[config.mk]
export PLATFORM = sky130hd
export DESIGN_NAME = rtic_queue
export DESIGN_NICKNAME = d
export VERILOG_FILES = /design/src/hw/rtl/rtic_pkg.sv /design/src/hw/rtl/rtic_queue.sv
export SDC_FILE = /design/constraint.sdc
export NUM_CORES = 2
export LEC_CHECK = 0
export BUFFER_PORTS_ARGS = -buffer_cell sky130_fd_sc_hd__buf_2
export CAP_MARGIN = 30
export CORE_MARGIN = 3
export CORE_UTILIZATION = 40
export CTS_CLUSTER_SIZE = 24
export DETAILED_ROUTE_END_ITERATION = 6
export GPL_TIMING_DRIVEN = 0
export HOLD_SLACK_MARGIN = 0.02
export MAX_ROUTING_LAYER = met4
export REMOVE_ABC_BUFFERS = 1
export SLEW_MARGIN = 0
export SYNTH_ARGS = -nofsm -noshare
export SYNTH_HDL_FRONTEND = slang
export SYNTH_MEMORY_MAX_BITS = 65536
export SYNTH_SLANG_ARGS = --single-unit
export TNS_END_PERCENT = 5
[constraint.sdc]
create_clock -name clk -period 13.1 [get_ports clk]
set_input_delay 2.62 -clock clk [delete_from_list [all_inputs] [get_ports clk]]
set_output_delay 2.62 -clock clk [all_outputs]
set_load 0.005 [all_outputs]
[src/hw/rtl/rtic_pkg.sv]
// ----------------------------------------------------------------------------
// rtic_pkg: shared types and constants of the ray/triangle intersection core
// Widths of coordinates, products and dot sums, queue geometry and the
// structs that travel between the front end, the queue and the back end.
// ----------------------------------------------------------------------------
package rtic_pkg;

  // Packed vector format: three signed coordinates, x in the low bits
  localparam int COORD_BITS = 21;
  localparam int PKD_W      = 63;

  // Configuration port
  localparam int CFG_W     = 31;
  localparam int CFG_IDX_W = 1;
  localparam logic [CFG_IDX_W-1:0] CFG_DET_THRESHOLD = 1'd0;
  localparam logic [CFG_IDX_W-1:0] CFG_MIN_DISTANCE  = 1'd1;
  localparam int THR_W  = 20;
  localparam int DIST_W = 31;
  localparam int NRM_W  = 16;

  // Front end arithmetic
  localparam int E_W   = COORD_BITS + 1;   // edge / offset vectors
  localparam int PRD_W = 2 * E_W;          // one cross product term
  localparam int X_W   = PRD_W + 1;        // cross product component
  localparam int LO_W  = E_W;              // low slice of a cross component
  localparam int HI_W  = X_W - LO_W;       // high slice (signed)
  localparam int LP_W  = E_W + LO_W + 1;   // low partial product
  localparam int HP_W  = E_W + HI_W;       // high partial product
  localparam int DW    = E_W + X_W + 2;    // determinant and numerators
  localparam int DW1   = DW + 1;

  // Back end arithmetic
  localparam int DIST_FRAC  = 16;
  localparam int DIV_STEPS  = DIST_W;
  localparam int NUM_W      = DW + DIV_STEPS;
  localparam int MAG_W      = X_W;
  localparam int SQ_LO      = (MAG_W + 1) / 2;
  localparam int SQ_HI      = MAG_W - SQ_LO;
  localparam int PP_W       = 2 * SQ_LO;
  localparam int SQ_W       = 2 * MAG_W;
  localparam int SS_W       = SQ_W + 2;
  localparam int NRM_FRAC   = 14;
  localparam int RT_STEPS   = NRM_FRAC + 1;
  localparam int TGT_SHIFT  = 2 * NRM_FRAC;
  localparam int P_W        = SS_W + 2 * RT_STEPS + 2;
  localparam int Q_W        = SS_W + RT_STEPS;

  // Back end stage plan
  localparam int BK_SAT     = 1;
  localparam int BK_SQ      = 2;
  localparam int BK_SS      = 3;
  localparam int BK_RT0     = 4;
  localparam int BK_RT_LAST = BK_RT0 + RT_STEPS - 1;
  localparam int BK_DIV0    = 2;
  localparam int BK_DIV_LAST = BK_DIV0 + DIV_STEPS - 1;
  localparam int BK_LAST    = BK_DIV_LAST + 1;

  // Queue between front and back
  localparam int Q_DEPTH = 16;
  localparam int Q_AW    = $clog2(Q_DEPTH);
  localparam int Q_CW    = Q_AW + 1;

  typedef struct packed {
    logic                      ok;
    logic [DW-1:0]             a;
    logic [DW-1:0]             tn;
    logic [2:0][X_W-1:0]       n;
  } rtic_qent_t;

  typedef struct packed {
    logic       vld;
    rtic_qent_t ent;
  } rtic_req_t;

  typedef struct packed {
    logic [THR_W-1:0]  thr;
    logic [DIST_W-1:0] min_dist;
  } rtic_cfg_t;

  typedef struct packed {
    logic                    vld;
    logic                    hit;
    logic [DIST_W-1:0]       distance;
    logic [2:0][NRM_W-1:0]   nrm;
  } rtic_res_t;

endpackage

[src/hw/rtl/rtic_queue.sv]
// ----------------------------------------------------------------------------
// rtic_queue: request queue between front and back end
// Holds classified requests; tracks credits so the front never overflows it.
// ----------------------------------------------------------------------------
module rtic_queue import rtic_pkg::*; (
  input  logic      clk,
  input  logic      rst_n,
  input  logic      acc,
  input  rtic_req_t push,
  input  logic      pop,
  output rtic_req_t head,
  output logic      full
);

  rtic_qent_t       mem_r [Q_DEPTH];
  logic [Q_AW-1:0]  wr_ptr_r;
  logic [Q_AW-1:0]  rd_ptr_r;
  logic [Q_CW-1:0]  fill_r;
  logic [Q_CW-1:0]  fill_nxt;
  logic [Q_CW-1:0]  cred_r;
  logic [Q_CW-1:0]  cred_nxt;
  logic             pop_eff;

  assign pop_eff  = pop && (fill_r != '0);
  assign fill_nxt = fill_r + Q_CW'(push.vld) - Q_CW'(pop_eff);
  assign cred_nxt = cred_r + Q_CW'(acc) - Q_CW'(pop_eff);
  assign full     = (cred_r == Q_CW'(Q_DEPTH));

  always_ff @(posedge clk) begin
    if (!rst_n) begin
      wr_ptr_r <= '0;
      rd_ptr_r <= '0;
      fill_r   <= '0;
      cred_r   <= '0;
    end else begin
      if (push.vld) begin
        wr_ptr_r <= wr_ptr_r + 1'b1;
      end
      if (pop_eff) begin
        rd_ptr_r <= rd_ptr_r + 1'b1;
      end
      fill_r <= fill_nxt;
      cred_r <= cred_nxt;
    end
  end

  always_ff @(posedge clk) begin
    if (push.vld) begin
      mem_r[wr_ptr_r] <= push.ent;
    end
  end

  assign head.vld = (fill_r != '0);
  assign head.ent = mem_r[rd_ptr_r];

endmodule

**Word-level counts from Yosys, hierarchy flattened**

Memories as Yosys holds them, arrays and structs flattened. A register that Yosys moved wholly into a read port is not among the register bits.
Index checks and enable logic that the tools add are counted.

- Output and inout port bits: 276
- Memories: 1
- RAM bits: 4384
- Bits in registers: 18

- Eq/ne operators: 1
- Reductions and logical operators: 2
- Add/subtract/negate cells: 6
- Muxes and demuxes: 4

Memories:

| name | depth | width | read ports | clocked after Yosys merged registers in | wr ports | RTL line | RTL |
|---|---|---|---|---|---|---|---|
| mem_r | 16 | 274 | 1 | 1 | 1 | rtic_queue.sv:15 | `rtic_qent_t mem_r [Q_DEPTH];` |

Operators with widths:

| kind | number |
|---|---|
| adder 5 x 1 -> 5 bit | 2 |
| subtractor 5 x 1 -> 5 bit | 2 |
| adder 4 x 1 -> 4 bit (second input constant) | 2 |
| two-way mux 4 bit | 2 |
| == test 5 bit (second input constant) | 1 |
| nonzero test 5 bit | 1 |
| two-way mux 1 bit | 2 |
| logical AND 1 bit | 1 |

**Longest topological paths before layout**

- Depth in word-level cells: 4
- Gate-level depth with buffers: 15
- Mapped depth without buffers: 14

**Worst setup path before layout**

Ideal clock, no wire load.

- Path kind: input to register
- Start point: input push[274] (netlist name)
- End point: memory mem_r[0][0] (netlist name), enable pin
- Library setup time: 0.669 ns
- Stages on the path: 3
- Required time: 12.431 ns
- Buffers on the path: 1
- Slack: 3.020 ns
- Arrival: 9.411 ns
- Cell sequence: clkbuf_1 nor3b_1 and2_1

- Longest elaborated chain between the ends: 2

Ends and longest elaborated chain:

| element | RTL line | RTL |
|---|---|---|
| from (decl) | rtic_queue.sv:9 | `input rtic_req_t push,` |
| two-way mux 1 bit | rtic_queue.sv:48 | `if (push.vld) begin` |
| two-way mux 1 bit (implied by the code) | rtic_queue.sv:49 | `mem_r[wr_ptr_r] <= push.ent;` |
| to (decl) | rtic_queue.sv:15 |  |

Every way passes these cells.

==> results.txt <==
The proportion of layout cells with a drive suffix above 1 came out at 30.8%. The overall routed net length came out at 412,000 um. The initial antenna violation count is 121. The data required time of the critical path came out at 10.48 ns. The number of filler cells placed in the layout came out at 33,010. Dividing the detail-routed via count by the number of cells gives 5.64. The core region is 408,000 um2. In this run the cell area measured after placement is 178,000 um2.

In this run the cell area of the synthesized design comes to 165,000 um2. The depth of the worst register-to-register path is 7. The cell sitting at the root of the clock tree is a sky130_fd_sc_hd__clkbuf_16. The half-perimeter wire length of the detailed placement result is 229,000 um.

The count of maximum capacitance violations came out at 0. The count of port buffers added during placement came out at 554. The number of flops mapped to enable cells by yosys came out at 4,384. The detail route stage leaves a number of antenna-violating nets equal to 0. The total negative slack came out at 0 ns.

The via count of the first global-routing pass is 80,381. The post-layout net count came out at 8,063. The number of max-slew violations in the final report was 0.

The library cell with the largest summed area after synthesis is sky130_fd_sc_hd__edfxtp_1. The effective utilization at floorplan is 40.3%. The DRC violations left is 0. From left edge to right edge, the die measures 648 um. Setup repair after global routing left no endpoint under its margin. The endpoint type of the worst setup path is an output pin. The number of distinct library cells after synthesis is 37.

The area added between synthesis and finish came out at 17.3%. The top-level port count is 555. In this run, CTS created clock tree buffers numbering 450. The initial detailed-routing violation count came out at 7,303. The combined global-route utilization of all metal layers came out at 20.1%. The detailed-router iteration count before antenna repair came out at 5. The post-CTS setup-driven buffer insertion count is 0.

The sequential area share after synthesis is 80.2%. The fraction of the core area covered by cells at the end of the flow is 47.3%. The post-synthesis average cell area came out at 23.8 um2.

The post-cts sizing count came out at 0. The critical path startpoint category is a flip-flop. For this design the static power due to leakage is 0.0596 uW. The total number of vias came out at 76,928.

The run finished with clean final reports. The cell area power density came out at 174 nW/um2. The clock latency on the worst-skew pair came out at 0.98 ns. The startpoint of the worst register-to-register path is wr_ptr_r[0]. The worst-case vdd ir drop is 0.000162 V.

The per-cell routed wire length is 30.2 um. The critical hold path startpoint is rd_ptr_r[1]. The library cell used most frequently in the layout, excluding fill and tap cells, is sky130_fd_sc_hd__edfxtp_1.

The maximum level of the CTS H-tree came out at 5. The path class of the tightest hold or removal check is reg -> reg. Along the worst path, the maximum fanout reaches 39.

The synthesized instance count came out at 6,911. The pre-CTS worst setup slack is 6.05 ns. The endpoint identified for the worst register-to-register timing path is mem_r[11][81]. In this run the tightest slew margin relative to its limit is 37.6%.

The endpoint arrival time on the critical path is 5.23 ns. Hold repair after CTS inserted 0 buffers. Clock tree synthesis found a total of 4,406 sinks.

At the pin with the least slew margin, the transition time is 0.934 ns. Clock skew on the completed layout was measured at 0.0693 ns. Clock-pin slew was measured on the worst setup and hold paths at 0.06 ns. The final worst-path setup slack came out at 5.25 ns. The number of synthesis warnings is 0. Setup violations remaining at the end of the flow were counted as 0. The count of standard-cell rows came out at 234. The post-layout minimum cycle time came out at 7.85 ns. The highest attainable clock frequency came out at 127 MHz.

The maximum clock insertion buffer count came out at 4. The y dimension of the die came out at 648 um. The share of synthesized area in the top cell type comes to 80.0%. The library cells used most frequently in the layout, excluding fill and tap cells, are sky130_fd_sc_hd__edfxtp_1, sky130_fd_sc_hd__mux4_2, sky130_fd_sc_hd__buf_2, sky130_fd_sc_hd__clkbuf_16, sky130_fd_sc_hd__a22oi_1.

The hold violation count in the final report came out at 0. By area the synthesized netlist is led by sky130_fd_sc_hd__edfxtp_1, sky130_fd_sc_hd__mux4_2, sky130_fd_sc_hd__a22oi_1, sky130_fd_sc_hd__o22ai_1, sky130_fd_sc_hd__buf_2. The last element of the critical path is head[250].

The post-synthesis register bit count is 4,406. The async set-reset flop share out of synthesis came out at 0%. By startpoint and endpoint, the worst setup path is classified as reg -> out.

The congestion estimate from routability-driven global placement came to 0.689. The die footprint came out at 419,000 um2. The post-route fraction of the period consumed by the critical path came out at 59.9%.

The most used flip-flop cell after synthesis is sky130_fd_sc_hd__edfxtp_1. Summed over all layers, the global routing overflow is 0. The register-to-register setup slack is 9.76 ns. TritonCTS built the clock tree. Entering global routing, the biggest net connects 61 pins. The post-layout instance area came out at 193,000 um2. The global-route wire length before repair is 589,000 um.
[state kept, by name, indices dropped and copies added, names as in the netlist, named ones only]
signal,count
wr_ptr_r,4
cred_r,5
mem_r,4384
fill_r,5
rd_ptr_r,4
[area by class of cell]
class | instances | area [um2] | area share, %
clock inverters | 285 | 2980 | 1.54
well taps | 5428 | 6790 | 3.52
clock buffers | 538 | 11700 | 6.04
multi-input cells | 2114 | 30700 | 15.9
diodes | 83 | 208 | 0.108
flip-flops and latches | 4406 | 132000 | 68.4
repair buffers | 773 | 8610 | 4.45
inverters | 20 | 75.1 | 0.0389
[logic make-up (layout without fill, tap and decap cells)]
| logic type | Yosys count | count (layout) | share of synthesized area [%] |
|---|---|---|---|
| adders and majority gates | 19 | 19 | 0.154 |
| other | 0 | 83 | 0 |
| xor gates and xnor gates | 12 | 12 | 0.0638 |
| DFF | 4406 | 4406 | 80.2 |
| buffers and inverters | 391 | 1616 | 1.19 |
| muxes | 1144 | 1144 | 15.0 |
| and+or+nand+nor | 382 | 382 | 0.978 |
| AOI/OAI and AO/OA | 557 | 557 | 2.35 |
[cells in the mapped netlist (21+ instances only)]
cell / instances
sky130_fd_sc_hd__edfxtp_1: 4384
sky130_fd_sc_hd__mux4_2: 1064
sky130_fd_sc_hd__a22oi_1: 331
sky130_fd_sc_hd__o22ai_1: 202
sky130_fd_sc_hd__nand2_1: 196
sky130_fd_sc_hd__buf_2: 193
sky130_fd_sc_hd__clkbuf_1: 119
sky130_fd_sc_hd__nor2_1: 118
sky130_fd_sc_hd__mux2i_1: 80
sky130_fd_sc_hd__buf_6: 22
sky130_fd_sc_hd__dfxtp_1: 22
sky130_fd_sc_hd__buf_4: 21
[critical path: stages (launching register included)]
cell	delay [ns]
sky130_fd_sc_hd__dfxtp_4	0.65
sky130_fd_sc_hd__buf_16	0.30
sky130_fd_sc_hd__buf_16	0.32
sky130_fd_sc_hd__buf_16	0.28
sky130_fd_sc_hd__buf_16	0.32
sky130_fd_sc_hd__buf_16	0.32
sky130_fd_sc_hd__buf_16	0.34
sky130_fd_sc_hd__buf_16	0.30
sky130_fd_sc_hd__mux4_2	0.54
sky130_fd_sc_hd__a22oi_1	0.28
sky130_fd_sc_hd__nand2_1	0.20
sky130_fd_sc_hd__buf_2	0.17
[per-stage QoR]
stage	hold WS [ns]	total power (uW)	instances
floorplan	0.463	22000	6540
global placement	0.476	23400	12522
detailed placement	0.495	21500	12741
CTS	0.509	34200	13564
global route	0.543	35000	13626
finish	0.509	33700	13647
[worst min path at each step]
stage	endpoint	slack, ns	depth (start not counted)
CTS	flip-flop	0.51	2
global placement	flip-flop	0.48	2
detailed placement	flip-flop	0.50	2
global route	flip-flop	0.54	2
floorplan	flip-flop	0.46	2
finish	flip-flop	0.51	2
[per-layer routing]
layer | vias up | GRT usage (%) | share of wire (%)
met4 | 0 | 5.18 | 2.5
met2 | 2742 | 31.4 | 49
met1 | 41814 | 27.3 | 41
met5 | - | - | 0
li1 | 31664 | - | -
met3 | 708 | 4.09 | 7.4
[report_power, final]
| part | internal (uW) | leakage (uW) | switching (uW) |
|---|---|---|---|
| clock network | 7290 | 0.00710 | 5380 |
| registers | 15700 | 0.0398 | 76.4 |
| logic | 2600 | 0.0127 | 2660 |
| total | 25600 | 0.0596 | 8110 |
Note: power is estimated with default switching activity, not from simulation.
